<file path="src/sv/pmpc_pkg.sv">
// pmpc_pkg: shared widths, register indexes, reset values and types for the
// pid motor pwm controller. No dependencies.
`default_nettype none

package pmpc_pkg;

  // field and datapath widths
  localparam int SAMPLE_W   = 16;
  localparam int ERR_W      = 18;
  localparam int INTEG_W    = 32;
  localparam int SUM_W      = 33;
  localparam int DPOS_W     = 17;
  localparam int GAIN_W     = 16;
  localparam int PROD_P_W   = 35;
  localparam int PROD_I_W   = 49;
  localparam int PROD_D_W   = 34;
  localparam int DRIVE_W    = 51;
  localparam int DUTY_W     = 7;
  localparam int CFG_IDX_W  = 3;
  localparam int CFG_DATA_W = 32;

  // duty saturation limit in percent
  localparam logic [DUTY_W-1:0] DUTY_MAX = 7'd100;

  // configuration register indexes
  localparam logic [CFG_IDX_W-1:0] REG_PROP_GAIN  = 3'd0;
  localparam logic [CFG_IDX_W-1:0] REG_INTEG_GAIN = 3'd1;
  localparam logic [CFG_IDX_W-1:0] REG_DERIV_GAIN = 3'd2;
  localparam logic [CFG_IDX_W-1:0] REG_INTEG_MAX  = 3'd3;
  localparam logic [CFG_IDX_W-1:0] REG_INTEG_MIN  = 3'd4;

  // integrator clamp reset values
  localparam logic signed [INTEG_W-1:0] INTEG_MAX_RST = 32'sd65535;
  localparam logic signed [INTEG_W-1:0] INTEG_MIN_RST = -32'sd65535;

  // per-stage pipeline control
  typedef struct packed {
    logic adv;
    logic vld;
  } stage_ctl_t;

  // loop gains
  typedef struct packed {
    logic [GAIN_W-1:0] prop;
    logic [GAIN_W-1:0] integ;
    logic [GAIN_W-1:0] deriv;
  } gains_t;

endpackage

`default_nettype wire

</file>
<file path="src/sv/pmpc_duty.sv">
// pmpc_duty: drive sum, saturation to percent and forward/reverse steering.
// Depends on pmpc_pkg.
`default_nettype none

module pmpc_duty (
  input  logic                                  clk,
  input  pmpc_pkg::stage_ctl_t                  ctl,
  input  logic signed [pmpc_pkg::PROD_P_W-1:0]  prod_p,
  input  logic signed [pmpc_pkg::PROD_I_W-1:0]  prod_i,
  input  logic signed [pmpc_pkg::PROD_D_W-1:0]  prod_d,
  output logic [pmpc_pkg::DUTY_W-1:0]           pwm_fwd_r,
  output logic [pmpc_pkg::DUTY_W-1:0]           pwm_rev_r
);
  import pmpc_pkg::*;

  logic signed [DRIVE_W-1:0] drive;
  logic signed [DRIVE_W-1:0] lim;
  logic [7:0]                neg_lo;
  logic [DUTY_W-1:0]         fwd_nxt;
  logic [DUTY_W-1:0]         rev_nxt;

  assign drive  = DRIVE_W'(prod_p) + DRIVE_W'(prod_i) + DRIVE_W'(prod_d);
  assign lim    = $signed(DRIVE_W'(DUTY_MAX));
  assign neg_lo = 8'd0 - drive[7:0];

  // saturate magnitude, zero drive goes to reverse as zero
  always_comb begin
    fwd_nxt = '0;
    rev_nxt = '0;
    priority if (drive > lim) begin
      fwd_nxt = DUTY_MAX;
    end else if (drive > DRIVE_W'(0)) begin
      fwd_nxt = drive[DUTY_W-1:0];
    end else if (drive < -lim) begin
      rev_nxt = DUTY_MAX;
    end else begin
      rev_nxt = neg_lo[DUTY_W-1:0];
    end
  end

  always_ff @(posedge clk) begin
    if (ctl.adv && ctl.vld) begin
      pwm_fwd_r <= fwd_nxt;
      pwm_rev_r <= rev_nxt;
    end
  end

endmodule

`default_nettype wire

</file>
<file path="config.mk">
export PLATFORM = sky130hd
export DESIGN_NAME = pmpc_duty
export DESIGN_NICKNAME = d
export VERILOG_FILES = /design/src/sv/pmpc_pkg.sv /design/src/sv/pmpc_duty.sv
export SDC_FILE = /design/constraint.sdc
export NUM_CORES = 1
export LEC_CHECK = 0
export BUFFER_PORTS_ARGS = -buffer_cell sky130_fd_sc_hd__buf_2
export CAP_MARGIN = 20
export CORE_UTILIZATION = 52
export CTS_BUF_LIST = sky130_fd_sc_hd__clkbuf_8
export CTS_CLUSTER_SIZE = 14
export DETAILED_ROUTE_END_ITERATION = 10
export PLACE_DENSITY_LB_ADDON = 0.25
export SETUP_SLACK_MARGIN = 0.4
export SYNTH_ARGS = -nofsm -noshare
export SYNTH_HDL_FRONTEND = slang
export SYNTH_SLANG_ARGS = --single-unit
</file>
<file path="constraint.sdc">
create_clock -name clk -period 4.3 [get_ports clk]
set_input_delay 0.645 -clock clk [delete_from_list [all_inputs] [get_ports clk]]
set_output_delay 0.645 -clock clk [all_outputs]
set_load 0.005 [all_outputs]
</file>
After elaboration in Yosys (flattened, before gate mapping). Cells that the tools add are included.

Reduce and logical (&&, ||, !) cells: 4. Multiplexer cells: 2. Bitwise gates (word level): 1. Order comparisons: 3. Add/subtract/negate cells: 3.

Operator list (number): adder 50 x 34 -> 51 bit (1); > comparator 51 x 1 -> 1 bit (second input constant) (1); > comparator 51 x 8 -> 1 bit (second input constant) (1); less-than comparator 51 x 8 -> 1 bit (second input constant) (1); adder 35 x 49 -> 50 bit (1); two-way mux 7 bit (2); subtractor 1 x 7 -> 7 bit (first input constant) (1); OR reduction 2 bit (2); OR reduction 3 bit (1); logical AND 1 bit (1); NOT 1 bit (1).

Output and inout bits: 14. Register bits after elaboration: 14. Input bits: 121. Logic and storage cells: 17.

Longest topological paths before layout. Gate-level depths: netlist of the first run.

Depth in word-level cells: 5. Depth in mapped cells: 13. Depth with buffers taken out: 13.

Least setup slack after synthesis of the first run. No wires, ideal clock.

Path kind: in2reg. Start: input prod_p[1] in the netlist's numbering. End: register pwm_fwd_r[2] in the netlist's numbering (data pin). Path buffers: 0. Setup slack: 0.107 ns. Stages: 13. Library setup time: 0.254 ns. Data arrival time: 3.939 ns. Data required time: 4.046 ns. Cell sequence: fa_1 -> ha_1 -> fa_1 -> nand3_1 -> a21oi_1 -> o21ai_0 -> a211oi_1 -> or4b_2 -> o211ai_1 -> o2111ai_1 -> nor4_2 -> nand3_2 -> o21a_1.

Cells in the longest elaborated chain, start to end: 4.

RTL lines: start: declaration (RTL line pmpc_duty.sv:8) `input logic signed [pmpc_pkg::PROD_P_W-1:0] prod_p,`; adder 35 x 49 -> 50 bit * (RTL line pmpc_duty.sv:22) `assign drive = DRIVE_W'(prod_p) + DRIVE_W'(prod_i) + DRIVE_W'(prod_d);`; adder 50 x 34 -> 51 bit * (RTL line pmpc_duty.sv:22); > comparator 51 x 1 -> 1 bit (RTL line pmpc_duty.sv:32) `end else if (drive > DRIVE_W'(0)) begin`; two-way mux 7 bit (RTL line pmpc_duty.sv:32); end signal: assignment (RTL line pmpc_duty.sv:43) `pwm_fwd_r <= fwd_nxt;`; end: declaration (RTL line pmpc_duty.sv:11) `output logic [pmpc_pkg::DUTY_W-1:0] pwm_fwd_r,`.

Mark *: on every way between the ends. The rest lies on a longest branch, timed or not. A chain may end at the register's enable or synchronous reset.

Final worst setup path of the first run.
Start: input prod_p[34] in the netlist's numbering. End: register pwm_fwd_r[4] in the netlist's numbering (data pin).

Cells in the longest elaborated chain, start to end: 5.

RTL lines (RTL line): adder 35 x 49 -> 50 bit * (pmpc_duty.sv:22); adder 50 x 34 -> 51 bit * (pmpc_duty.sv:22); > comparator 51 x 1 -> 1 bit (pmpc_duty.sv:32); NOT 1 bit (no source line); OR reduction 2 bit (no source line) *.

Marked as above.

==> metrics.md, run 1 <==
| Metric | Value |
|---|---|
| Status | finished with violations |
| Failing checks | negative setup slack |
| Pwr Density | 338 nW/um^2 |
| Placeable Area | 10400 um^2 |
| Reg clk slew, reported paths | 0.06 ns |
| Final WS setup | -0.194 ns |
| # rows | 37 |
| Slew Limit Fails | 0 |
| Synthesis-to-finish area growth | 50.6% |
| Final hold viol count | 0 |
| Cells after Synth | 722 |
| Slew Limit Headroom | 50.4% |
| Pre-Repair DR Iteration Count | 5 |
| Worst path required time | 4.37 ns |
| Vias in the first global route | 7311 |
| Period utilization | 105% |
| # clock sinks | 14 |
| Worst-Margin Slew | 0.740 ns |
| Hold/Removal Path Class | primary input to flop |
| Hold path depth | 2 |
| Cts bufs inserted | 3 |
| Largest area contributor in the netlist | fa_1 |
| Arrival @ worst endpoint | 4.56 ns |
| CTS max path bufs | 2 |
| CTS Hold Buffers Added | 0 |
| Startpoint types | primary input |
| Worst hold start | ctl[0] |
| Root buf cell | clkbuf_8 |
| Antenna Cells | 0 |
| Complex-gate fraction of the synthesized area | 28.2% |
| Max FO, Critical Path | 7 |
| Synth Net Count | 943 |
| Maxcap violations | 0 |
| Layout Nets | 1267 |
| Fin crit period | 4.49 ns |
| Pre-CTS WS | -0.351 ns |
| Remaining global-route overflow | 0 |
| Crit path capture type | flop |
| Routed Antenna Nets | 0 |
| Number of synthesized flops with an enable pin | 14 |
| Via count | 7652 |
| Unrepaired setup endpoints after global routing | yes |
| DIE AREA | 11300 um^2 |
| VDD IR max | 0.000230 V |
| Input/output buffers | 134 |
| Worst Hold End | pwm_rev_r[3] |
| Post-Synthesis Cell Area | 5640 um^2 |
| Residual DRC | 0 |
| Avg Inst Size Synth | 7.81 um^2 |
| Mux contribution to synthesized area | 0.710% |
| Die extent in y | 106 um |
| H-tree depth | 1 |
| Min Hold Slack | 1.06 ns |
| FMAX | 223 MHz |
| Top-area cell type share of the netlist area | 17.7% |
| Post-Synth XOR/XNOR Area | 5.43% |
| Leakage | 3.63 nW |
| Synth Area in Simple Gates | 25.4% |
| Largest net degree at the start of global routing | 15 |
| Area contributors post-synth | fa_1 (18%), ha_1 (11%), edfxtp_1 (7.5%) |
| # fillers | 700 |
| Post-Route WL | 23400 um |
| Adder-cell share of the synthesized area | 28.8% |
| #FFs+latches synth | 14 |
| Top FF cell, synth | edfxtp_1 |
| Synth cell types | 76 |
| Vias/cell | 6.48 |
| Routed length per instance | 19.8 um |
| Warnings from Yosys | 0 |
| Starting Density | 54.2% |
| Power Total | 0.00287 W |
| Post-DP HPWL | 18600 um |
| Async set or reset register ratio after synthesis | 0% |
| Worst Setup SP | prod_p[34] |
| Share of layout cells above drive strength 1 | 42.9% |
| GRT Overall Usage | 39.1% |
| Gpl congestion | 1.08 |
| Initial DRC Count | 728 |
| CTS tree | built |
| First-pass GRT wire length | 35200 um |
| Largest family of logic cells by synthesized area | adder cells |
| Commonest non-fill, non-tap cell in the layout | buf_4 |
| Sequential area share after synthesis | 7.45% |
| Initial antenna violation count | 0 |
| CP Class | primary input to flop |
| Most frequent cells in the layout | buf_4 (212), buf_2 (131), nand2_1 (81), a21oi_1 (67), fa_1 (49) |
| Io pins | 135 |
| Width of the die | 106 um |
| Final setup fails | 11 |
-- registers in the layout, summed over array words and instances (netlist names) --
| signal | flops |
|---|---|
| pwm_fwd_r | 7 |
| pwm_rev_r | 7 |
-- logic make-up after synthesis --
kind of cell / after synthesis
AOI/OAI and AO/OA: 242
xor gates and xnor gates: 35
adders and majority gates: 100
buffers and inverters: 50
DFF: 14
muxes: 4
and+or+nand+nor: 277
-- Yosys cell counts, types with 12 or more instances --
cell type and number:
a21oi_1 81, o21ai_0 44, nor4_1 20, nor2_1 49, clkbuf_1 21, nand4_1 36, fa_1 50, nand2_1 83
a211oi_1 12, inv_1 16, nor3_1 19, o211ai_1 14, nand3_1 22, edfxtp_1 14, xor2_1 25, ha_1 50
-- critical path, cell delays in order --
cell       delay (ns)
buf_2            0.17
buf_4            0.20
fa_1             0.56
ha_2             0.32
a21oi_1          0.19
o21ai_0          0.20
a21oi_1          0.41
o2111ai_1        0.27
or2_2            0.34
o221ai_2         0.18
o2111ai_2        0.20
nor4_4           0.33
nand3_2          0.18
buf_6            0.17
nor3_1           0.18
-- layer usage --
metal  vias to the layer above  share of wire, %  track usage (%)
met3                       106               9.4             5.76
met5                         -                 0                0
li1                       3413                 -                -
met1                      3615                40             49.4
met2                       518                47             67.2
met4                         0               3.9             14.7
-- final cells by class --
cell class / count / area, um^2 / share of cell area [%]
flip-flops and latches: 14 / 420 / 4.95
inverters: 16 / 60.1 / 0.707
clock buffers: 3 / 41.3 / 0.486
multi-input cells: 658 / 5440 / 64.0
well taps: 136 / 170 / 2.00
repair buffers: 353 / 2360 / 27.8
clock inverters: 1 / 3.75 / 0.0442
-- where the power goes --
part	internal, W	switching [W]
Combinational	0.00114	0.00145
Clock	0.0000633	0.0000475
Sequential	0.000166	0.00000273
-- through the flow --
stage / instance area [um^2] / setup TNS (ns) / instances / utilization [%]
2_1_floorplan: 5680 / 0 / 722 / -
3_3_place_gp: 7850 / -3.28 / 1157 / 75.4
3_5_place_dp: 7850 / -3.90 / 1157 / 75.4
4_1_cts: 8230 / 0 / 1171 / 79.0
5_1_grt: 8500 / -2.49 / 1181 / 81.6
6_report: 8500 / -1.17 / 1181 / 81.6
-- how the worst max path moves through the flow --
stage,end,slack [ns],depth (start not counted)
after floorplan,pwm_fwd_r[2],0.23,13
after global placement,pwm_fwd_r[2],-0.29,14
after detailed placement,pwm_rev_r[0],-0.35,14
after CTS,pwm_fwd_r[2],0.05,16
after global routing,pwm_fwd_r[4],-0.27,16
final,pwm_fwd_r[4],-0.19,15
-- what timing repair did --
action                                  in CTS  in global routing
endpoints found under the hold margin        0                  0
pin swaps                                   35                 25
setup buffers                               10                 10
endpoints found under the setup margin      14                 14
gates resized for setup                     47                 38
Note: power is estimated with default switching activity, not from simulation.
==> run 2, diff against run 1 <==
ABC_AREA = 1   (was default)
CORE_UTILIZATION = 53   (was 52)
==> run 2 against run 1 <==
  * The flow now finishes without violations
  * Sequential power rose by 12%
  * Clock power barely moved
  * Count of clock-buffer cells in the layout did not move
  * Via count rose by 2.5%
  * Hold slack got worse by 0.077 ns
  * Synthesized area rose by 20%
  * Maximum frequency rose by 21%
  * Utilization fell by 14 points
  * Die area rose by 17%
==> metrics.md, run 2 <==
| Metric | Value |
|---|---|
| Status | completed |
| Maxcap violations | 0 (unchanged) |
| Width of the die | 115 um (+8.2%) |
| Top-area cell type share of the netlist area | 27.1% (+9.3 points) |
| Residual DRC | 0 (unchanged) |
| Via count | 7847 (+2.5%) |
| Slew Limit Headroom | 55.4% (+5.0 points) |
| Synth Net Count | 1438 (+52%) |
| Critical Path Max Stage Delay | 0.47 ns (-0.09 ns) |
| Synth cell types | 32 (-58%) |
| Min Hold Slack | 0.984 ns (-0.0766 ns) |
| Share of layout cells above drive strength 1 | 20.5% (-22 points) |
| Worst path depth | 20 (+5) |
| Leakage | 4.57 nW (+26%) |
| FMAX | 269 MHz (+21%) |
| Cells after Synth | 1217 (+69%) |
| Largest net degree at the start of global routing | 17 (+2) |
| Post-DP HPWL | 18600 um (+0.20%) |
| Antenna Cells | 0 (unchanged) |
| GRT Overall Usage | 32.2% (-6.9 points) |
| Initial DRC Count | 536 (-26%) |
| CTS max path bufs | 2 (unchanged) |
| Worst Path Buf+Inv | 3 (unchanged) |
| Number of synthesized flops with an enable pin | 14 (unchanged) |
| Hold path depth | 4 (+2) |
| Largest area contributor in the netlist | nand2_1 |
| Biggest regs | pwm_fwd_r x7, pwm_rev_r x7 |
| Max FO, Critical Path | 5 (-2) |
| Commonest cells in the netlist | nand2_1 (487), inv_1 (236), nor2_1 (124) |
| Unrepaired setup endpoints after global routing | yes |
| Layout Nets | 1586 (+25%) |
| TNS Setup | 0 ns (+1.17 ns) |
| Starting Density | 55.3% (+1.2 points) |
| Routed length per instance | 13.9 um (-30%) |
| Top FF cell, synth | edfxtp_1 |
| Hold/Removal Path Class | primary input to flop |
| Synthesis-to-finish area growth | 22.2% |
| # clock sinks | 14 (unchanged) |
| Final hold viol count | 0 (unchanged) |
| Root buf cell | clkbuf_8 |
| Final setup fails | 0 (-11) |
| Initial antenna violation count | 0 (unchanged) |
| Pre-Repair DR Iteration Count | 5 (unchanged) |
| #FFs+latches synth | 14 (unchanged) |
| Warnings from Yosys | 0 (unchanged) |
| CP delay by family, top | simple AND/OR/NAND/NOR gates |
| H-tree depth | 1 (unchanged) |
| Vias/cell | 5.12 (-21%) |
| CTS tree | built |
| Crit path cell chain | buf_2 > fa_1 > ha_1 > nand2_2 > inv_2 > nand2_1 > nor2_2 > nand4_1 > nand3_2 > nand2_1 > nand2_1 > nand2_1 > nor2_1 > nand2_1 > nor3_2 > nand3_2 > nand2_4 > inv_2 > nand2_4 > nor2_2 |
| Avg Inst Size Synth | 5.55 um^2 (-29%) |
| Most common cell on crit path | nand2_1 |
| Fin crit period | 3.72 ns (-0.771 ns) |
| Reg clk slew, reported paths | 0.05 ns (about the same) |
| Routed Antenna Nets | 0 (unchanged) |
| Slowest cell on crit path | fa_1 |
| DIE AREA | 13200 um^2 (+17%) |
| Pwr Density | 312 nW/um^2 (-7.7%) |
| Power Total | 0.00257 W (-10%) |
| Finished Cell Area | 8250 um^2 (-2.9%) |
| Period utilization | 86.6% (-18 points) |
| Input/output buffers | 134 (unchanged) |
| Worst-Margin Slew | 0.664 ns (-0.0765 ns) |
| Crit path capture type | flop |
| Arrival @ worst endpoint | 3.70 ns (-0.86 ns) |
| Sequential area share after synthesis | 6.22% (-1.2 points) |
| First-pass GRT wire length | 33200 um (-5.5%) |
| Io pins | 135 (unchanged) |
| Async set or reset register ratio after synthesis | 0% (unchanged) |
| Cts bufs inserted | 3 (unchanged) |
| Vias in the first global route | 7135 (-2.4%) |
| VDD IR max | 0.000137 V (-40%) |
| # rows | 40 (+8.1%) |
| Slew Limit Fails | 0 (unchanged) |
| Post-Synthesis Cell Area | 6760 um^2 (+20%) |
| Area contributors post-synth | nand2_1 (27%), fa_1 (15%), inv_1 (13%) |
| Worst path required time | 4.28 ns (-0.09 ns) |
| Startpoint types | primary input |
| Remaining global-route overflow | 0 (unchanged) |
| CP Class | primary input to flop |
| Most frequent cells in the layout | nand2_1 (477), inv_1 (236), buf_2 (133), nor2_1 (109), nand3_1 (82) |
| Commonest non-fill, non-tap cell in the layout | nand2_1 |
| Post-Route WL | 21200 um (-9.1%) |
| Top-count cell post-synth | nand2_1 |
| Die extent in y | 115 um (+8.2%) |
| Gpl congestion | 0.991 (-8.5%) |
| Placeable Area | 12200 um^2 (+17%) |
| Post-DP Area | 7700 um^2 (-1.9%) |
## run 2: cell types whose count changed in the layout (fill, tap and decap cells not counted), moves of 14 or more
cell      delta
nor2_2      +25
ha_4        +19
a21oi_1     -37
nand3_1     +63
o211ai_1    -14
buf_4      -205
nor2_1      +61
inv_1      +220
xor2_1      -19
nand2_1    +396
o21ai_0     -29
nand2_2     +23
ha_1        -29
## run 2: logic make-up (layout without fill, tap and decap cells)
family	Yosys count	in the layout	synth area share (%)
and+or+nand+nor	797	797	51.0
xor gates and xnor gates	9	9	1.17
buffers and inverters	248	395	13.8
AOI/OAI and AO/OA	49	49	3.80
adders and majority gates	100	100	24.1
DFF	14	14	6.22
## run 2: repair_timing
action                                  4_1_cts  5_1_grt
resized for setup                             2       96
buffers inserted                              0        4
hold buffers                                  0        0
endpoints found under the setup margin        1       14
pin swaps                                     0        7
## run 2: worst min-delay path: cells and delay by family
family,cells,cell delay [ns]
buffers and inverters,2,0.19
and+or+nand+nor,1,0.11
adders and majority gates,1,0.18
## run 2: worst paths after layout
kind        from            to  slack, ns
max   prod_p[13]  pwm_fwd_r[3]       0.58
min    prod_d[0]  pwm_fwd_r[0]       0.98
## run 2: power by group
group,leakage (nW),internal [W],switching (W)
Combinational,4.42,0.000798,0.00148
Clock,0.0231,0.0000632,0.0000446
Sequential,0.124,0.000186,0.00000326
Total,4.57,0.00105,0.00153
## run 2: stage by stage
step	worst slack, ns	std cells	util, %
after global placement	0.126	1524	63.0
final	0.577	1532	67.6
after global routing	0.384	1532	67.6
after floorplan	0.833	1217	-
after detailed placement	0.139	1524	63.0
after CTS	0.419	1528	63.5
## run 2: layer usage
| layer | track usage (%) | vias to the layer above | wire (um) |
|---|---|---|---|
| met1 | 42.1 | 3466 | 9230 |
| li1 | - | 4006 | - |
| met5 | 0 | - | 0 |
| met2 | 56.0 | 327 | 9790 |
| met4 | 10.9 | 0 | 644 |
| met3 | 2.48 | 48 | 1550 |
## run 2: cell type report
class	instances	area, um^2
multi-input combinational	955	5880
fill	1242	3960
inverter	248	931
timing repair buffer	143	766
sequential	14	420
tap	168	210
clock buffer	3	41.3
clock inverter	1	3.75
