`src/sv/pmpc_pkg.sv`:
```
// pmpc_pkg: shared widths, register indexes, reset values and types for the
// pid motor pwm controller. No dependencies.
`default_nettype none

package pmpc_pkg;

  // field and datapath widths
  localparam int SAMPLE_W   = 16;
  localparam int ERR_W      = 18;
  localparam int INTEG_W    = 32;
  localparam int SUM_W      = 33;
  localparam int DPOS_W     = 17;
  localparam int GAIN_W     = 16;
  localparam int PROD_P_W   = 35;
  localparam int PROD_I_W   = 49;
  localparam int PROD_D_W   = 34;
  localparam int DRIVE_W    = 51;
  localparam int DUTY_W     = 7;
  localparam int CFG_IDX_W  = 3;
  localparam int CFG_DATA_W = 32;

  // duty saturation limit in percent
  localparam logic [DUTY_W-1:0] DUTY_MAX = 7'd100;

  // configuration register indexes
  localparam logic [CFG_IDX_W-1:0] REG_PROP_GAIN  = 3'd0;
  localparam logic [CFG_IDX_W-1:0] REG_INTEG_GAIN = 3'd1;
  localparam logic [CFG_IDX_W-1:0] REG_DERIV_GAIN = 3'd2;
  localparam logic [CFG_IDX_W-1:0] REG_INTEG_MAX  = 3'd3;
  localparam logic [CFG_IDX_W-1:0] REG_INTEG_MIN  = 3'd4;

  // integrator clamp reset values
  localparam logic signed [INTEG_W-1:0] INTEG_MAX_RST = 32'sd65535;
  localparam logic signed [INTEG_W-1:0] INTEG_MIN_RST = -32'sd65535;

  // per-stage pipeline control
  typedef struct packed {
    logic adv;
    logic vld;
  } stage_ctl_t;

  // loop gains
  typedef struct packed {
    logic [GAIN_W-1:0] prop;
    logic [GAIN_W-1:0] integ;
    logic [GAIN_W-1:0] deriv;
  } gains_t;

endpackage

`default_nettype wire

```
`src/sv/pmpc_integ.sv`:
```
// pmpc_integ: error forming, clamped integrator and position difference stage.
// Depends on pmpc_pkg.
`default_nettype none

module pmpc_integ (
  input  logic                                       clk,
  input  logic                                       rst_n,
  input  pmpc_pkg::stage_ctl_t                       ctl,
  input  logic signed [pmpc_pkg::SAMPLE_W-1:0]       tilt,
  input  logic signed [pmpc_pkg::SAMPLE_W-1:0]       position,
  input  logic signed [pmpc_pkg::SAMPLE_W-1:0]       target,
  input  logic signed [pmpc_pkg::INTEG_W-1:0]        integ_max,
  input  logic signed [pmpc_pkg::INTEG_W-1:0]        integ_min,
  output logic signed [pmpc_pkg::ERR_W-1:0]          err_r,
  output logic signed [pmpc_pkg::INTEG_W-1:0]        integ_r,
  output logic signed [pmpc_pkg::DPOS_W-1:0]         dpos_r
);
  import pmpc_pkg::*;

  logic signed [ERR_W-1:0]    err;
  logic signed [SUM_W-1:0]    sum;
  logic signed [INTEG_W-1:0]  integ_nxt;
  logic signed [DPOS_W-1:0]   dpos;
  logic signed [SAMPLE_W-1:0] last_pos_r;

  // combined error and position step
  assign err  = ERR_W'(tilt) + ERR_W'(target) - ERR_W'(position);
  assign dpos = DPOS_W'(last_pos_r) - DPOS_W'(position);
  assign sum  = SUM_W'(integ_r) + SUM_W'(err);

  // clamp, upper bound checked first
  always_comb begin
    priority if (sum > SUM_W'(integ_max)) begin
      integ_nxt = integ_max;
    end else if (sum < SUM_W'(integ_min)) begin
      integ_nxt = integ_min;
    end else begin
      integ_nxt = sum[INTEG_W-1:0];
    end
  end

  // loop state, updated once per accepted word
  always_ff @(posedge clk) begin
    if (!rst_n) begin
      integ_r    <= '0;
      last_pos_r <= '0;
    end else if (ctl.adv && ctl.vld) begin
      integ_r    <= integ_nxt;
      last_pos_r <= position;
    end
  end

  // stage payload
  always_ff @(posedge clk) begin
    if (ctl.adv && ctl.vld) begin
      err_r  <= err;
      dpos_r <= dpos;
    end
  end

endmodule

`default_nettype wire

```
`config.mk`:
```
export PLATFORM = sky130hd
export DESIGN_NAME = pmpc_integ
export DESIGN_NICKNAME = d
export VERILOG_FILES = /design/src/sv/pmpc_pkg.sv /design/src/sv/pmpc_integ.sv
export SDC_FILE = /design/constraint.sdc
export NUM_CORES = 1
export LEC_CHECK = 0
export ABC_AREA = 1
export BUFFER_PORTS_ARGS = -buffer_cell sky130_fd_sc_hd__buf_2
export CAP_MARGIN = 30
export CORE_AREA = 4 4 157 129
export CTS_CLUSTER_SIZE = 16
export DETAILED_ROUTE_END_ITERATION = 8
export DIE_AREA = 0 0 161 133
export PLACE_DENSITY = 0.9
export SYNTH_ARGS = -nofsm -noshare
export SYNTH_HDL_FRONTEND = slang
export SYNTH_SLANG_ARGS = --single-unit
```
`constraint.sdc`:
```
create_clock -name clk -period 6.31 [get_ports clk]
set_input_delay 0.9465 -clock clk [delete_from_list [all_inputs] [get_ports clk]]
set_output_delay 0.9465 -clock clk [all_outputs]
set_load 0.005 [all_outputs]
```
# Word level (Yosys, flattened, before mapping)
# Cells that the tools add are included.
# Widths: inputs -> output; s select.
# totals
in_bits	116
word_cells	13
register_bits	83
out_inout_bits	67
# classes
magnitude_cmp	2
muxes	2
n_addsub	4
reduce_logical	1
# ops
cell	count
$mux 32	2
$add 32x18->33	1
$gt 33x32->1	1
$lt 33x32->1	1
$sub 17x16->18	1
$add 16x16->17	1
$sub 16x16->17	1
$logic_and 1x1->1	1

# Longest topological paths before layout
# Gate-level depths: netlist of run 1.
# depth
depth_word	6
mapped_depth	41
depth_no_buf	40

# Worst setup path after synthesis of run 1
# Ideal clock, no wire load.
# synth_path
path_type	input-to-reg
startpoint	in tilt[2] in the netlist's numbering
endpoint	reg integ_r[14] in the netlist's numbering
cell_stages	35
arrival_time_ns	6.237
setup_time_ns	0.135
slack_ns	-0.062
t_required_ns	6.175
path_buffers	1
path_cell_list	inv_1 > fa_1 > inv_1 > ha_1 > nand3_1 > nand2_1 > a21oi_1 > o21ai_0 > nand3_1 > nand4_1 > nand2_1 > nand4_1 > o21ai_0 > ha_1 > inv_1 > o21ai_0 > nor2_1 > nor4_1 > nor2_1 > o21ai_0 > a31oi_1 > xor2_1 > ha_1 > nand2_2 > nor2_2 > nand4_2 > nor2_2 > nand3_1 > nand4_1 > nand2_4 > buf_6 > nand2_1 > nand3_1 > nand2_1 > a21oi_2
# synth_between
elab_chain_len	6
word_cells_on_any_way	7
cone_classes	add/sub (3); order compare (2); mux (2)
# synth_rtl
item	line_no	text
from (decl)	pmpc_integ.sv:9	input logic signed [pmpc_pkg::SAMPLE_W-1:0] tilt,
$add 16x16->17 *	pmpc_integ.sv:27	assign err = ERR_W'(tilt) + ERR_W'(target) - ERR_W'(position);
$sub 17x16->18 *	pmpc_integ.sv:27	
via err[17]	pmpc_integ.sv:20	logic signed [ERR_W-1:0] err;
$add 32x18->33 *	pmpc_integ.sv:29	assign sum = SUM_W'(integ_r) + SUM_W'(err);
$lt 33x32->1	pmpc_integ.sv:35	end else if (sum < SUM_W'(integ_min)) begin
$mux 32	pmpc_integ.sv:35	
$mux 32 *	pmpc_integ.sv:33	priority if (sum > SUM_W'(integ_max)) begin
to (signal assigned)	pmpc_integ.sv:48	integ_r <= integ_nxt;
to (decl)	pmpc_integ.sv:15	output logic signed [pmpc_pkg::INTEG_W-1:0] integ_r,
# Mark *: on every way through the listed nets, which the timed path passes. The rest lies on a longest branch.
# A chain may end at the register's enable or synchronous reset.

# Worst setup path in the final report of run 1
# layout_path
startpoint	in position[0] in the netlist's numbering
endpoint	reg integ_r[15] in the netlist's numbering
# layout_between
elab_chain_len	5
word_cells_on_any_way	6
cone_classes	add/sub (2); order compare (2); mux (2)
# layout_rtl
item	line_no	text
from (decl)	pmpc_integ.sv:10	input logic signed [pmpc_pkg::SAMPLE_W-1:0] position,
$sub 17x16->18 *	pmpc_integ.sv:27	
via err[14]	pmpc_integ.sv:20	
$add 32x18->33 *	pmpc_integ.sv:29	
$lt 33x32->1	pmpc_integ.sv:35	
$mux 32	pmpc_integ.sv:35	
$mux 32 *	pmpc_integ.sv:33	
# Marks and branches as above.

==> results of run 1 <==
==> worst register-to-register path, stage by stage (launching register included) <==
cell and delay, ps:
dfxtp_1 350, ha_1 180, inv_1 60, fa_1 430, inv_1 150, nand3_1 120, nand3_1 280, a21oi_1 150
inv_1 150, nand3_2 130, nand3_2 140, a31oi_4 100, xor2_2 190, buf_4 170, ha_4 230, a21o_1 160
nor2_1 140, nand2_2 80, a21oi_4 180, nand4_1 220, buf_6 230, nand2_8 140, nand2_2 60, nand3_1 60
nand2_1 60, a21oi_1 230
==> layer usage <==
metal	global-route usage [%]	share of wire, %	wire (um)
met5	0	0	0
met4	11.5	4.9	1880
met1	41.2	39	15100
met2	48.5	45	17500
met3	7.26	11	4140
==> timing repair <==
item                       in CTS  in global routing
gates resized for setup        30                203
hold buffers                    0                  0
pin swaps                      12                 96
setup buffers                   3                 12
setup endpoints to repair      32                 32
gates cloned                    0                  4
==> sequential cells by signal, summed over array words and instances (netlist names) <==
signal	cells
last_pos_r	16
integ_r	32
err_r	18
dpos_r	17
==> through the flow <==
step / hold slack [ps] / total power, mW / utilization [%]
floorplan: 433 / 3.68 / -
global route: 512 / 8.07 / 71.3
detailed placement: 463 / 5.57 / 63.5
global placement: 444 / 5.46 / 63.5
finish: 479 / 7.62 / 71.3
CTS: 473 / 6.30 / 65.8
==> cell type report <==
cell class / count / share of cell area (%)
clock buffer: 9 / 1.69
multi-input combinational: 1057 / 54.8
sequential: 83 / 15.1
timing repair buffer: 350 / 16.9
antenna: 1 / 0.0188
inverter: 302 / 8.50
tap: 258 / 2.42
clock inverter: 7 / 0.563
==> kinds of logic (layout without fill, tap and decap cells) <==
kind of cell    count (synthesis)  count (layout)  share of synthesized area [%]
simple gates                  652             656                           28.6
buf+inv                       326             668                           13.2
compound gates                206             206                           12.0
fa+ha+maj                     150             150                           21.0
flops                          83              83                           21.0
xor+xnor                       45              45                           4.12
other cells                     0               1                              0
==> report_power, final <==
part	switching [mW]	leakage (nW)	internal, mW	total, mW
Combinational	3.73	6.57	2.49	6.23
Sequential	0.122	0.722	0.690	0.812
Clock	0.268	0.140	0.310	0.578
==> path summary, 6_finish.rpt <==
check	cells after the start	to	slack [ps]
hold / removal	2	last_pos_r[0]$_SDFFE_PN0P_	480
hold reg to reg	2	last_pos_r[0]$_SDFFE_PN0P_	480
setup / recovery	38	integ_r[15]$_SDFFE_PN0P_	-110
setup reg to reg	25	integ_r[15]$_SDFFE_PN0P_	1820
==> placed cells by master, fill, tap and decap left out, types with 5 or more instances in the layout <==
cell type and instances:
dfxtp_1 48, nor3_1 7, nand3b_1 5, nand2_8 8, inv_2 10, edfxtp_1 35
ha_1 112, fa_1 16, clkbuf_16 9, o21ai_0 30, xor2_1 32, a21oi_2 37
ha_4 17, o21ai_2 5, xnor2_1 10, nor2_2 11, nand2_4 10, buf_2 181
nor2_1 56, buf_6 10, nand2_1 365, o21ai_1 12, nand2_2 46, nand3_1 92
nand4_1 18, a21oi_1 89, a21o_1 11, inv_1 292, buf_4 155, nand3_2 22
==> run_summary.xml, run 1 <==
<?xml version="1.0" encoding="UTF-8"?>
<metrics>
  <group name="outcome">
    <metric name="status" unit="">complete, but fails checks</metric>
    <metric name="failed_checks" unit="">setup timing</metric>
  </group>
  <group name="drt">
    <metric name="vias_after_detailed_routing" unit="">11656</metric>
    <metric name="drt_pass1_iterations" unit="">8</metric>
    <metric name="wirelength" unit="mm">38.7</metric>
    <metric name="drcViolationCount" unit="">0</metric>
    <metric name="vias_per_cell" unit="">5.64</metric>
    <metric name="detailedRoute.firstIterationViolations" unit="">1403</metric>
    <metric name="drt.antenna.violating_nets" unit="">0</metric>
    <metric name="avgRoutedWirePerCell" unit="um">18.7</metric>
  </group>
  <group name="cells_and_area">
    <metric name="filler_cell_count" unit="">1389</metric>
    <metric name="finish.cell_count_without_fillers" unit="">2067</metric>
    <metric name="post_route_cells_drive_above_1_share" unit="%">31.1</metric>
    <metric name="layout.area.seq" unit="um^2">2010</metric>
    <metric name="synthToLayoutAreaGrowth" unit="%">39.4</metric>
    <metric name="finish.instance_area" unit="um^2">13300</metric>
    <metric name="final_net_count" unit="">2069</metric>
    <metric name="area_of_the_multi_input_gates" unit="um^2">7300</metric>
  </group>
  <group name="synth">
    <metric name="yosys_register_bits" unit="">83</metric>
    <metric name="synth_commonest_cells" unit="">417 x nand2_1, 301 x inv_1, 132 x ha_1</metric>
    <metric name="biggest_area_contributors_in_the_synthesized_netlist" unit="">ha_1 17%, nand2_1 16%, inv_1 12%</metric>
    <metric name="count_of_flip_flops_with_a_built_in_enable_after_synthesis" unit="">35</metric>
    <metric name="synth_cells" unit="">1462</metric>
    <metric name="synth.top_cell.area_share" unit="%">17.3</metric>
    <metric name="synth_warnings" unit="">0</metric>
    <metric name="synth_nets" unit="">1728</metric>
    <metric name="netlist.top_cell.by_area" unit="">ha_1</metric>
    <metric name="synthFlopType" unit="">dfxtp_1</metric>
    <metric name="synth.avg_cell_area" unit="um^2">6.54</metric>
    <metric name="netlist-cell-type-count" unit="">36</metric>
    <metric name="netlist_area" unit="um^2">9570</metric>
    <metric name="sequential_cell_area_fraction_in_the_yosys_report" unit="%">21.0</metric>
    <metric name="yosys.cell_count.top_type" unit="">nand2_1</metric>
    <metric name="postSynth.asyncResetShare" unit="%">0</metric>
  </group>
  <group name="floorplan">
    <metric name="rows" unit="">45</metric>
    <metric name="die_h" unit="um">133</metric>
    <metric name="top_level_ports" unit="">183</metric>
    <metric name="die_area" unit="um^2">21400</metric>
    <metric name="initial_utilization" unit="%">51.2</metric>
    <metric name="core-area" unit="um^2">18700</metric>
    <metric name="floorplan.die.width" unit="um">161</metric>
  </group>
  <group name="placed_design">
    <metric name="detailed_place.area" unit="um^2">11900</metric>
    <metric name="dp_worst_setup_slack" unit="ps">-733</metric>
    <metric name="dp_cells" unit="">2034</metric>
    <metric name="place_congestion" unit="">1.03</metric>
    <metric name="detailedPlacementHpwl" unit="mm">26.8</metric>
    <metric name="numPortBuffers" unit="">182</metric>
  </group>
  <group name="min_path">
    <metric name="hold_path.startpoint" unit="">last_pos_r[0]$_SDFFE_PN0P_</metric>
    <metric name="hold_path_class" unit="">flop to flop</metric>
  </group>
  <group name="power">
    <metric name="vdd.ir_drop.worst" unit="uV">298</metric>
    <metric name="standby_leakage_power" unit="nW">7.43</metric>
    <metric name="power-per-cell-area" unit="nW/um^2">571</metric>
  </group>
  <group name="clock_network">
    <metric name="clk_transition_reported_paths" unit="ps">80</metric>
    <metric name="cts.htree.levels" unit="">3</metric>
    <metric name="cts-buffers-inserted" unit="">9</metric>
    <metric name="clock_path_buffers" unit="">2</metric>
    <metric name="worstSkewPairLatency" unit="ps">380</metric>
    <metric name="cts_root_buffer" unit="">clkbuf_16</metric>
    <metric name="tritoncts" unit="">built</metric>
    <metric name="numClockSinks" unit="">83</metric>
  </group>
  <group name="sta">
    <metric name="timing_worst_slew_pin_value" unit="ps">766</metric>
    <metric name="setup_total_negative_slack" unit="ps">-426</metric>
    <metric name="finalHoldViolCount" unit="">0</metric>
    <metric name="timing_max_transition_violations_final" unit="">0</metric>
    <metric name="clock-skew-final" unit="ps">14.4</metric>
    <metric name="finalSetupViolations" unit="">15</metric>
    <metric name="grt_setup_unrepaired" unit="">true</metric>
    <metric name="achievable-frequency" unit="GHz">0.156</metric>
    <metric name="final.min_clock_period" unit="ps">6420</metric>
    <metric name="slew_headroom" unit="%">48.9</metric>
    <metric name="layout_setup_ws" unit="ps">-113</metric>
    <metric name="layout_worst_path_cycle_share" unit="%">102</metric>
  </group>
  <group name="critical_path">
    <metric name="critPathLaunch" unit="">position[0]</metric>
    <metric name="worst_path_largest_cell_delay" unit="ps">400</metric>
    <metric name="crit_arrival" unit="ps">6690</metric>
    <metric name="timing.critical_path.required" unit="ps">6580</metric>
    <metric name="critical_path.n_buffers_inverters" unit="">9</metric>
    <metric name="critical_path.slowest_cell" unit="">fa_2</metric>
    <metric name="crit_path_max_fanout" unit="">7</metric>
    <metric name="crit_path_end_kind" unit="">flop</metric>
    <metric name="worst_setup_path_start_kind" unit="">input port</metric>
    <metric name="regToRegStartpoint" unit="">integ_r[0]$_SDFFE_PN0P_</metric>
    <metric name="path_class" unit="">input port to flop</metric>
    <metric name="timing.critical_path.max_delay_family" unit="">compound AO/OA/AOI/OAI gates</metric>
  </group>
  <group name="grt">
    <metric name="grt_use_total" unit="%">30.8</metric>
    <metric name="grt_antenna_before_repair" unit="">1</metric>
    <metric name="global_route_wire_length_before_repair" unit="mm">53.2</metric>
    <metric name="grt_max_degree" unit="">38</metric>
    <metric name="grt.overflow.total" unit="">0</metric>
    <metric name="via_count_of_the_first_global_routing_pass" unit="">10602</metric>
  </group>
  <group name="run">
    <metric name="drv_cap" unit="">0</metric>
  </group>
</metrics>
No activity file was read; power rests on OpenSTA's default activity.
==> run 2, diff against run 1 <==
--- a/config.mk
+++ b/config.mk
@@ -5,14 +5,14 @@
 export SDC_FILE = /design/constraint.sdc
 export NUM_CORES = 1
 export LEC_CHECK = 0
-export ABC_AREA = 1
 export BUFFER_PORTS_ARGS = -buffer_cell sky130_fd_sc_hd__buf_2
 export CAP_MARGIN = 30
-export CORE_AREA = 4 4 157 129
+export CORE_AREA = 4 4 147 121
 export CTS_CLUSTER_SIZE = 16
 export DETAILED_ROUTE_END_ITERATION = 8
-export DIE_AREA = 0 0 161 133
+export DIE_AREA = 0 0 151 125
 export PLACE_DENSITY = 0.9
 export SYNTH_ARGS = -nofsm -noshare
 export SYNTH_HDL_FRONTEND = slang
 export SYNTH_SLANG_ARGS = --single-unit
+export TNS_END_PERCENT = 30
==> run 2 against run 1 <==
The flow still finishes with violations (setup timing). Sequential cell count unchanged. First-iteration DRC count decreased by 54%. Clock skew decreased by 3.6 ps. Final cell count decreased by 25%. Die area decreased by 12%. Synthesized cell count decreased by 34%. Global-route usage decreased by 3.9 points. Critical endpoint is now integ_r[10]$_SDFFE_PN0P_.
==> run_summary.xml, run 2 <==
<?xml version="1.0" encoding="UTF-8"?>
<metrics>
  <group name="drt">
    <metric name="drt.antenna.violating_nets" unit="">0</metric>
    <metric name="drcViolationCount" unit="">0</metric>
    <metric name="avgRoutedWirePerCell" unit="um">17.5</metric>
    <metric name="wirelength" unit="mm">27.2</metric>
    <metric name="vias_after_detailed_routing" unit="">8793</metric>
    <metric name="vias_per_cell" unit="">5.66</metric>
    <metric name="detailedRoute.firstIterationViolations" unit="">643</metric>
    <metric name="drt_pass1_iterations" unit="">5</metric>
  </group>
  <group name="run">
    <metric name="drv_cap" unit="">0</metric>
  </group>
  <group name="critical_path">
    <metric name="worst_setup_path_start_kind" unit="">input port</metric>
    <metric name="critical_path.slowest_cell" unit="">fa_2</metric>
    <metric name="regToRegStartpoint" unit="">integ_r[0]$_SDFFE_PN0P_</metric>
    <metric name="timing.critical_path.required" unit="ps">6550</metric>
    <metric name="worst_path_largest_cell_delay" unit="ps">600</metric>
    <metric name="critPathLaunch" unit="">position[1]</metric>
    <metric name="reg2reg_setup_slack" unit="ps">1260</metric>
    <metric name="crit-reg2reg-capture" unit="">integ_r[10]$_SDFFE_PN0P_</metric>
    <metric name="endpoint" unit="">integ_r[10]$_SDFFE_PN0P_</metric>
    <metric name="path_class" unit="">input port to flop</metric>
    <metric name="crit_path_end_kind" unit="">flop</metric>
    <metric name="worst-r2r-cell-count" unit="">21</metric>
    <metric name="crit_path_max_fanout" unit="">8</metric>
    <metric name="crit_arrival" unit="ps">7500</metric>
  </group>
  <group name="cells_and_area">
    <metric name="largest_register" unit="">integ_r</metric>
    <metric name="layout_commonest_cell" unit="">buf_2</metric>
    <metric name="post_route_cells_drive_above_1_share" unit="%">36.2</metric>
    <metric name="synthToLayoutAreaGrowth" unit="%">42.0</metric>
    <metric name="final_net_count" unit="">1593</metric>
    <metric name="layout.cells.most_common_list" unit="">178 x buf_2, 175 x buf_4, 159 x inv_1, 119 x ha_1, 77 x nand2_1</metric>
    <metric name="filler_cell_count" unit="">1201</metric>
    <metric name="top_regs" unit="">integ_r (32), err_r (18), dpos_r (17)</metric>
    <metric name="finish.instance_area" unit="um^2">11700</metric>
    <metric name="layout.area.seq" unit="um^2">2010</metric>
    <metric name="largest_reg_flops" unit="">32</metric>
    <metric name="area_of_the_multi_input_gates" unit="um^2">6030</metric>
  </group>
  <group name="floorplan">
    <metric name="die_area" unit="um^2">18900</metric>
    <metric name="floorplan.die.width" unit="um">151</metric>
    <metric name="core-area" unit="um^2">16300</metric>
    <metric name="top_level_ports" unit="">183</metric>
    <metric name="initial_utilization" unit="%">50.4</metric>
    <metric name="rows" unit="">42</metric>
    <metric name="die_h" unit="um">125</metric>
  </group>
  <group name="placed_design">
    <metric name="detailedPlacementHpwl" unit="mm">20.3</metric>
    <metric name="detailed_place.area" unit="um^2">10700</metric>
    <metric name="numPortBuffers" unit="">182</metric>
    <metric name="place_congestion" unit="">0.958</metric>
  </group>
  <group name="outcome">
    <metric name="failed_checks" unit="">setup timing</metric>
    <metric name="status" unit="">complete, but fails checks</metric>
  </group>
  <group name="sta">
    <metric name="timing_worst_slew_pin_value" unit="ps">728</metric>
    <metric name="achievable-frequency" unit="GHz">0.138</metric>
    <metric name="finalSetupViolations" unit="">32</metric>
    <metric name="finalHoldViolCount" unit="">0</metric>
    <metric name="final.min_clock_period" unit="ps">7250</metric>
    <metric name="grt_setup_unrepaired" unit="">true</metric>
    <metric name="timing_max_transition_violations_final" unit="">0</metric>
    <metric name="layout_setup_ws" unit="ps">-944</metric>
    <metric name="slew_headroom" unit="%">51.4</metric>
    <metric name="clock-skew-final" unit="ps">10.8</metric>
    <metric name="finalHoldWorstSlack" unit="ps">472</metric>
    <metric name="layout_worst_path_cycle_share" unit="%">115</metric>
  </group>
  <group name="synth">
    <metric name="yosys.area_share.simple" unit="%">11.7</metric>
    <metric name="synth.top_cell.area_share" unit="%">20.1</metric>
    <metric name="biggest_area_contributors_in_the_synthesized_netlist" unit="">ha_1 20%, edfxtp_1 13%, dfxtp_1 12%</metric>
    <metric name="count_of_flip_flops_with_a_built_in_enable_after_synthesis" unit="">35</metric>
    <metric name="yosys_register_bits" unit="">83</metric>
    <metric name="post_synth_mux_area_share" unit="%">2.23</metric>
    <metric name="synth_warnings" unit="">0</metric>
    <metric name="synth.avg_cell_area" unit="um^2">8.47</metric>
    <metric name="synth-xor-area-share" unit="%">5.44</metric>
    <metric name="synth_compound_area_share" unit="%">22.8</metric>
    <metric name="postSynth.asyncResetShare" unit="%">0</metric>
    <metric name="synth_adder_area_share" unit="%">24.5</metric>
    <metric name="synth_top_family_by_area" unit="">adder cells</metric>
    <metric name="netlist_area" unit="um^2">8210</metric>
    <metric name="netlist.top_cell.by_area" unit="">ha_1</metric>
    <metric name="synthFlopType" unit="">dfxtp_1</metric>
    <metric name="netlist-cell-type-count" unit="">62</metric>
    <metric name="yosys.cell_count.top_type" unit="">inv_1</metric>
    <metric name="synth_nets" unit="">1235</metric>
    <metric name="synth_commonest_cells" unit="">165 x inv_1, 132 x ha_1, 78 x nand2_1</metric>
    <metric name="sequential_cell_area_fraction_in_the_yosys_report" unit="%">24.5</metric>
    <metric name="synth_cells" unit="">969</metric>
  </group>
  <group name="power">
    <metric name="power-per-cell-area" unit="nW/um^2">485</metric>
    <metric name="total_power" unit="mW">5.65</metric>
    <metric name="vdd.ir_drop.worst" unit="uV">288</metric>
    <metric name="standby_leakage_power" unit="nW">6.09</metric>
  </group>
  <group name="clock_network">
    <metric name="clk_transition_reported_paths" unit="ps">70</metric>
    <metric name="clock_path_buffers" unit="">2</metric>
    <metric name="numClockSinks" unit="">83</metric>
    <metric name="holdBufCountCts" unit="">0</metric>
    <metric name="cts.htree.levels" unit="">3</metric>
    <metric name="cts_root_buffer" unit="">clkbuf_16</metric>
    <metric name="tritoncts" unit="">built</metric>
    <metric name="cts-buffers-inserted" unit="">9</metric>
    <metric name="worstSkewPairLatency" unit="ps">360</metric>
  </group>
  <group name="grt">
    <metric name="grt_max_degree" unit="">54</metric>
    <metric name="via_count_of_the_first_global_routing_pass" unit="">8311</metric>
    <metric name="grt_antenna_before_repair" unit="">1</metric>
    <metric name="grt.overflow.total" unit="">0</metric>
    <metric name="grt_use_total" unit="%">26.9</metric>
    <metric name="global_route_wire_length_before_repair" unit="mm">40.8</metric>
  </group>
  <group name="min_path">
    <metric name="hold_path_class" unit="">flop to flop</metric>
    <metric name="hold_path.startpoint" unit="">last_pos_r[15]$_SDFFE_PN0P_</metric>
  </group>
</metrics>
[run 2: area by class of cell]
| cell class | instances | area share, % |
|---|---|---|
| sequential | 83 | 17.3 |
| inverter | 166 | 5.43 |
| antenna | 1 | 0.0215 |
| clock buffer | 9 | 1.93 |
| multi-input combinational | 700 | 51.8 |
| timing repair buffer | 367 | 20.6 |
| tap | 220 | 2.36 |
| clock inverter | 7 | 0.580 |
[run 2: through the flow]
stage	setup slack, ps	setup TNS [ps]	utilization [%]	cells
2_1_floorplan	-644	-18860	-	969
3_3_place_gp	-1280	-39290	65.4	1506
3_5_place_dp	-1640	-50680	65.4	1506
4_1_cts	-759	-22450	69.4	1535
5_1_grt	-1140	-34510	71.5	1553
6_report	-944	-28550	71.5	1553
[run 2: worst max-delay path, delay by kind of cell]
family,cells,cell delay (ps)
and+or+nand+nor,4,610
buffers and inverters,7,870
muxes,2,470
AOI/OAI and AO/OA,15,2910
adders and majority gates,4,1430
xor gates and xnor gates,1,260
[run 2: repair_timing]
item,CTS,global route
endpoints found under the setup margin,32,32
setup buffers,12,16
pin swaps,36,56
cloned,2,1
endpoints found under the hold margin,0,0
gates resized for setup,51,44
[run 2: layer usage]
| layer | share of wire (%) | vias to the layer above | global-route usage, % |
|---|---|---|---|
| met5 | 0 | - | 0 |
| met4 | 2.3 | 0 | 8.58 |
| met3 | 8.4 | 55 | 4.49 |
| met1 | 43 | 4135 | 37.1 |
| met2 | 46 | 445 | 42.8 |
| li1 | - | 4158 | - |
[run 2: cells by family after synthesis]
group,count (synthesis)
XOR/XNOR,51
AO/OA/AOI/OAI,270
adder cells (fa/ha/maj),150
buffers and inverters,188
multiplexers,18
flip-flops,83
AND/OR/NAND/NOR,209
[run 2: worst min path at each step]
| stage | to | slack [ps] | depth (start not counted) |
|---|---|---|---|
| after floorplan | last_pos_r[0]$_SDFFE_PN0P_ | 440 | 2 |
| after global placement | last_pos_r[0]$_SDFFE_PN0P_ | 450 | 2 |
| after detailed placement | last_pos_r[0]$_SDFFE_PN0P_ | 460 | 2 |
| after CTS | last_pos_r[0]$_SDFFE_PN0P_ | 470 | 2 |
| after global routing | last_pos_r[8]$_SDFFE_PN0P_ | 500 | 2 |
| final | last_pos_r[15]$_SDFFE_PN0P_ | 470 | 2 |
[run 2: power breakdown]
| group | leakage (nW) | total, mW | internal, mW | switching, mW |
|---|---|---|---|---|
| clock | 0.140 | 0.540 | 0.277 | 0.262 |
| sequential | 0.721 | 0.801 | 0.689 | 0.113 |
| combinational | 5.23 | 4.31 | 2.15 | 2.16 |
| total | 6.09 | 5.65 | 3.11 | 2.54 |
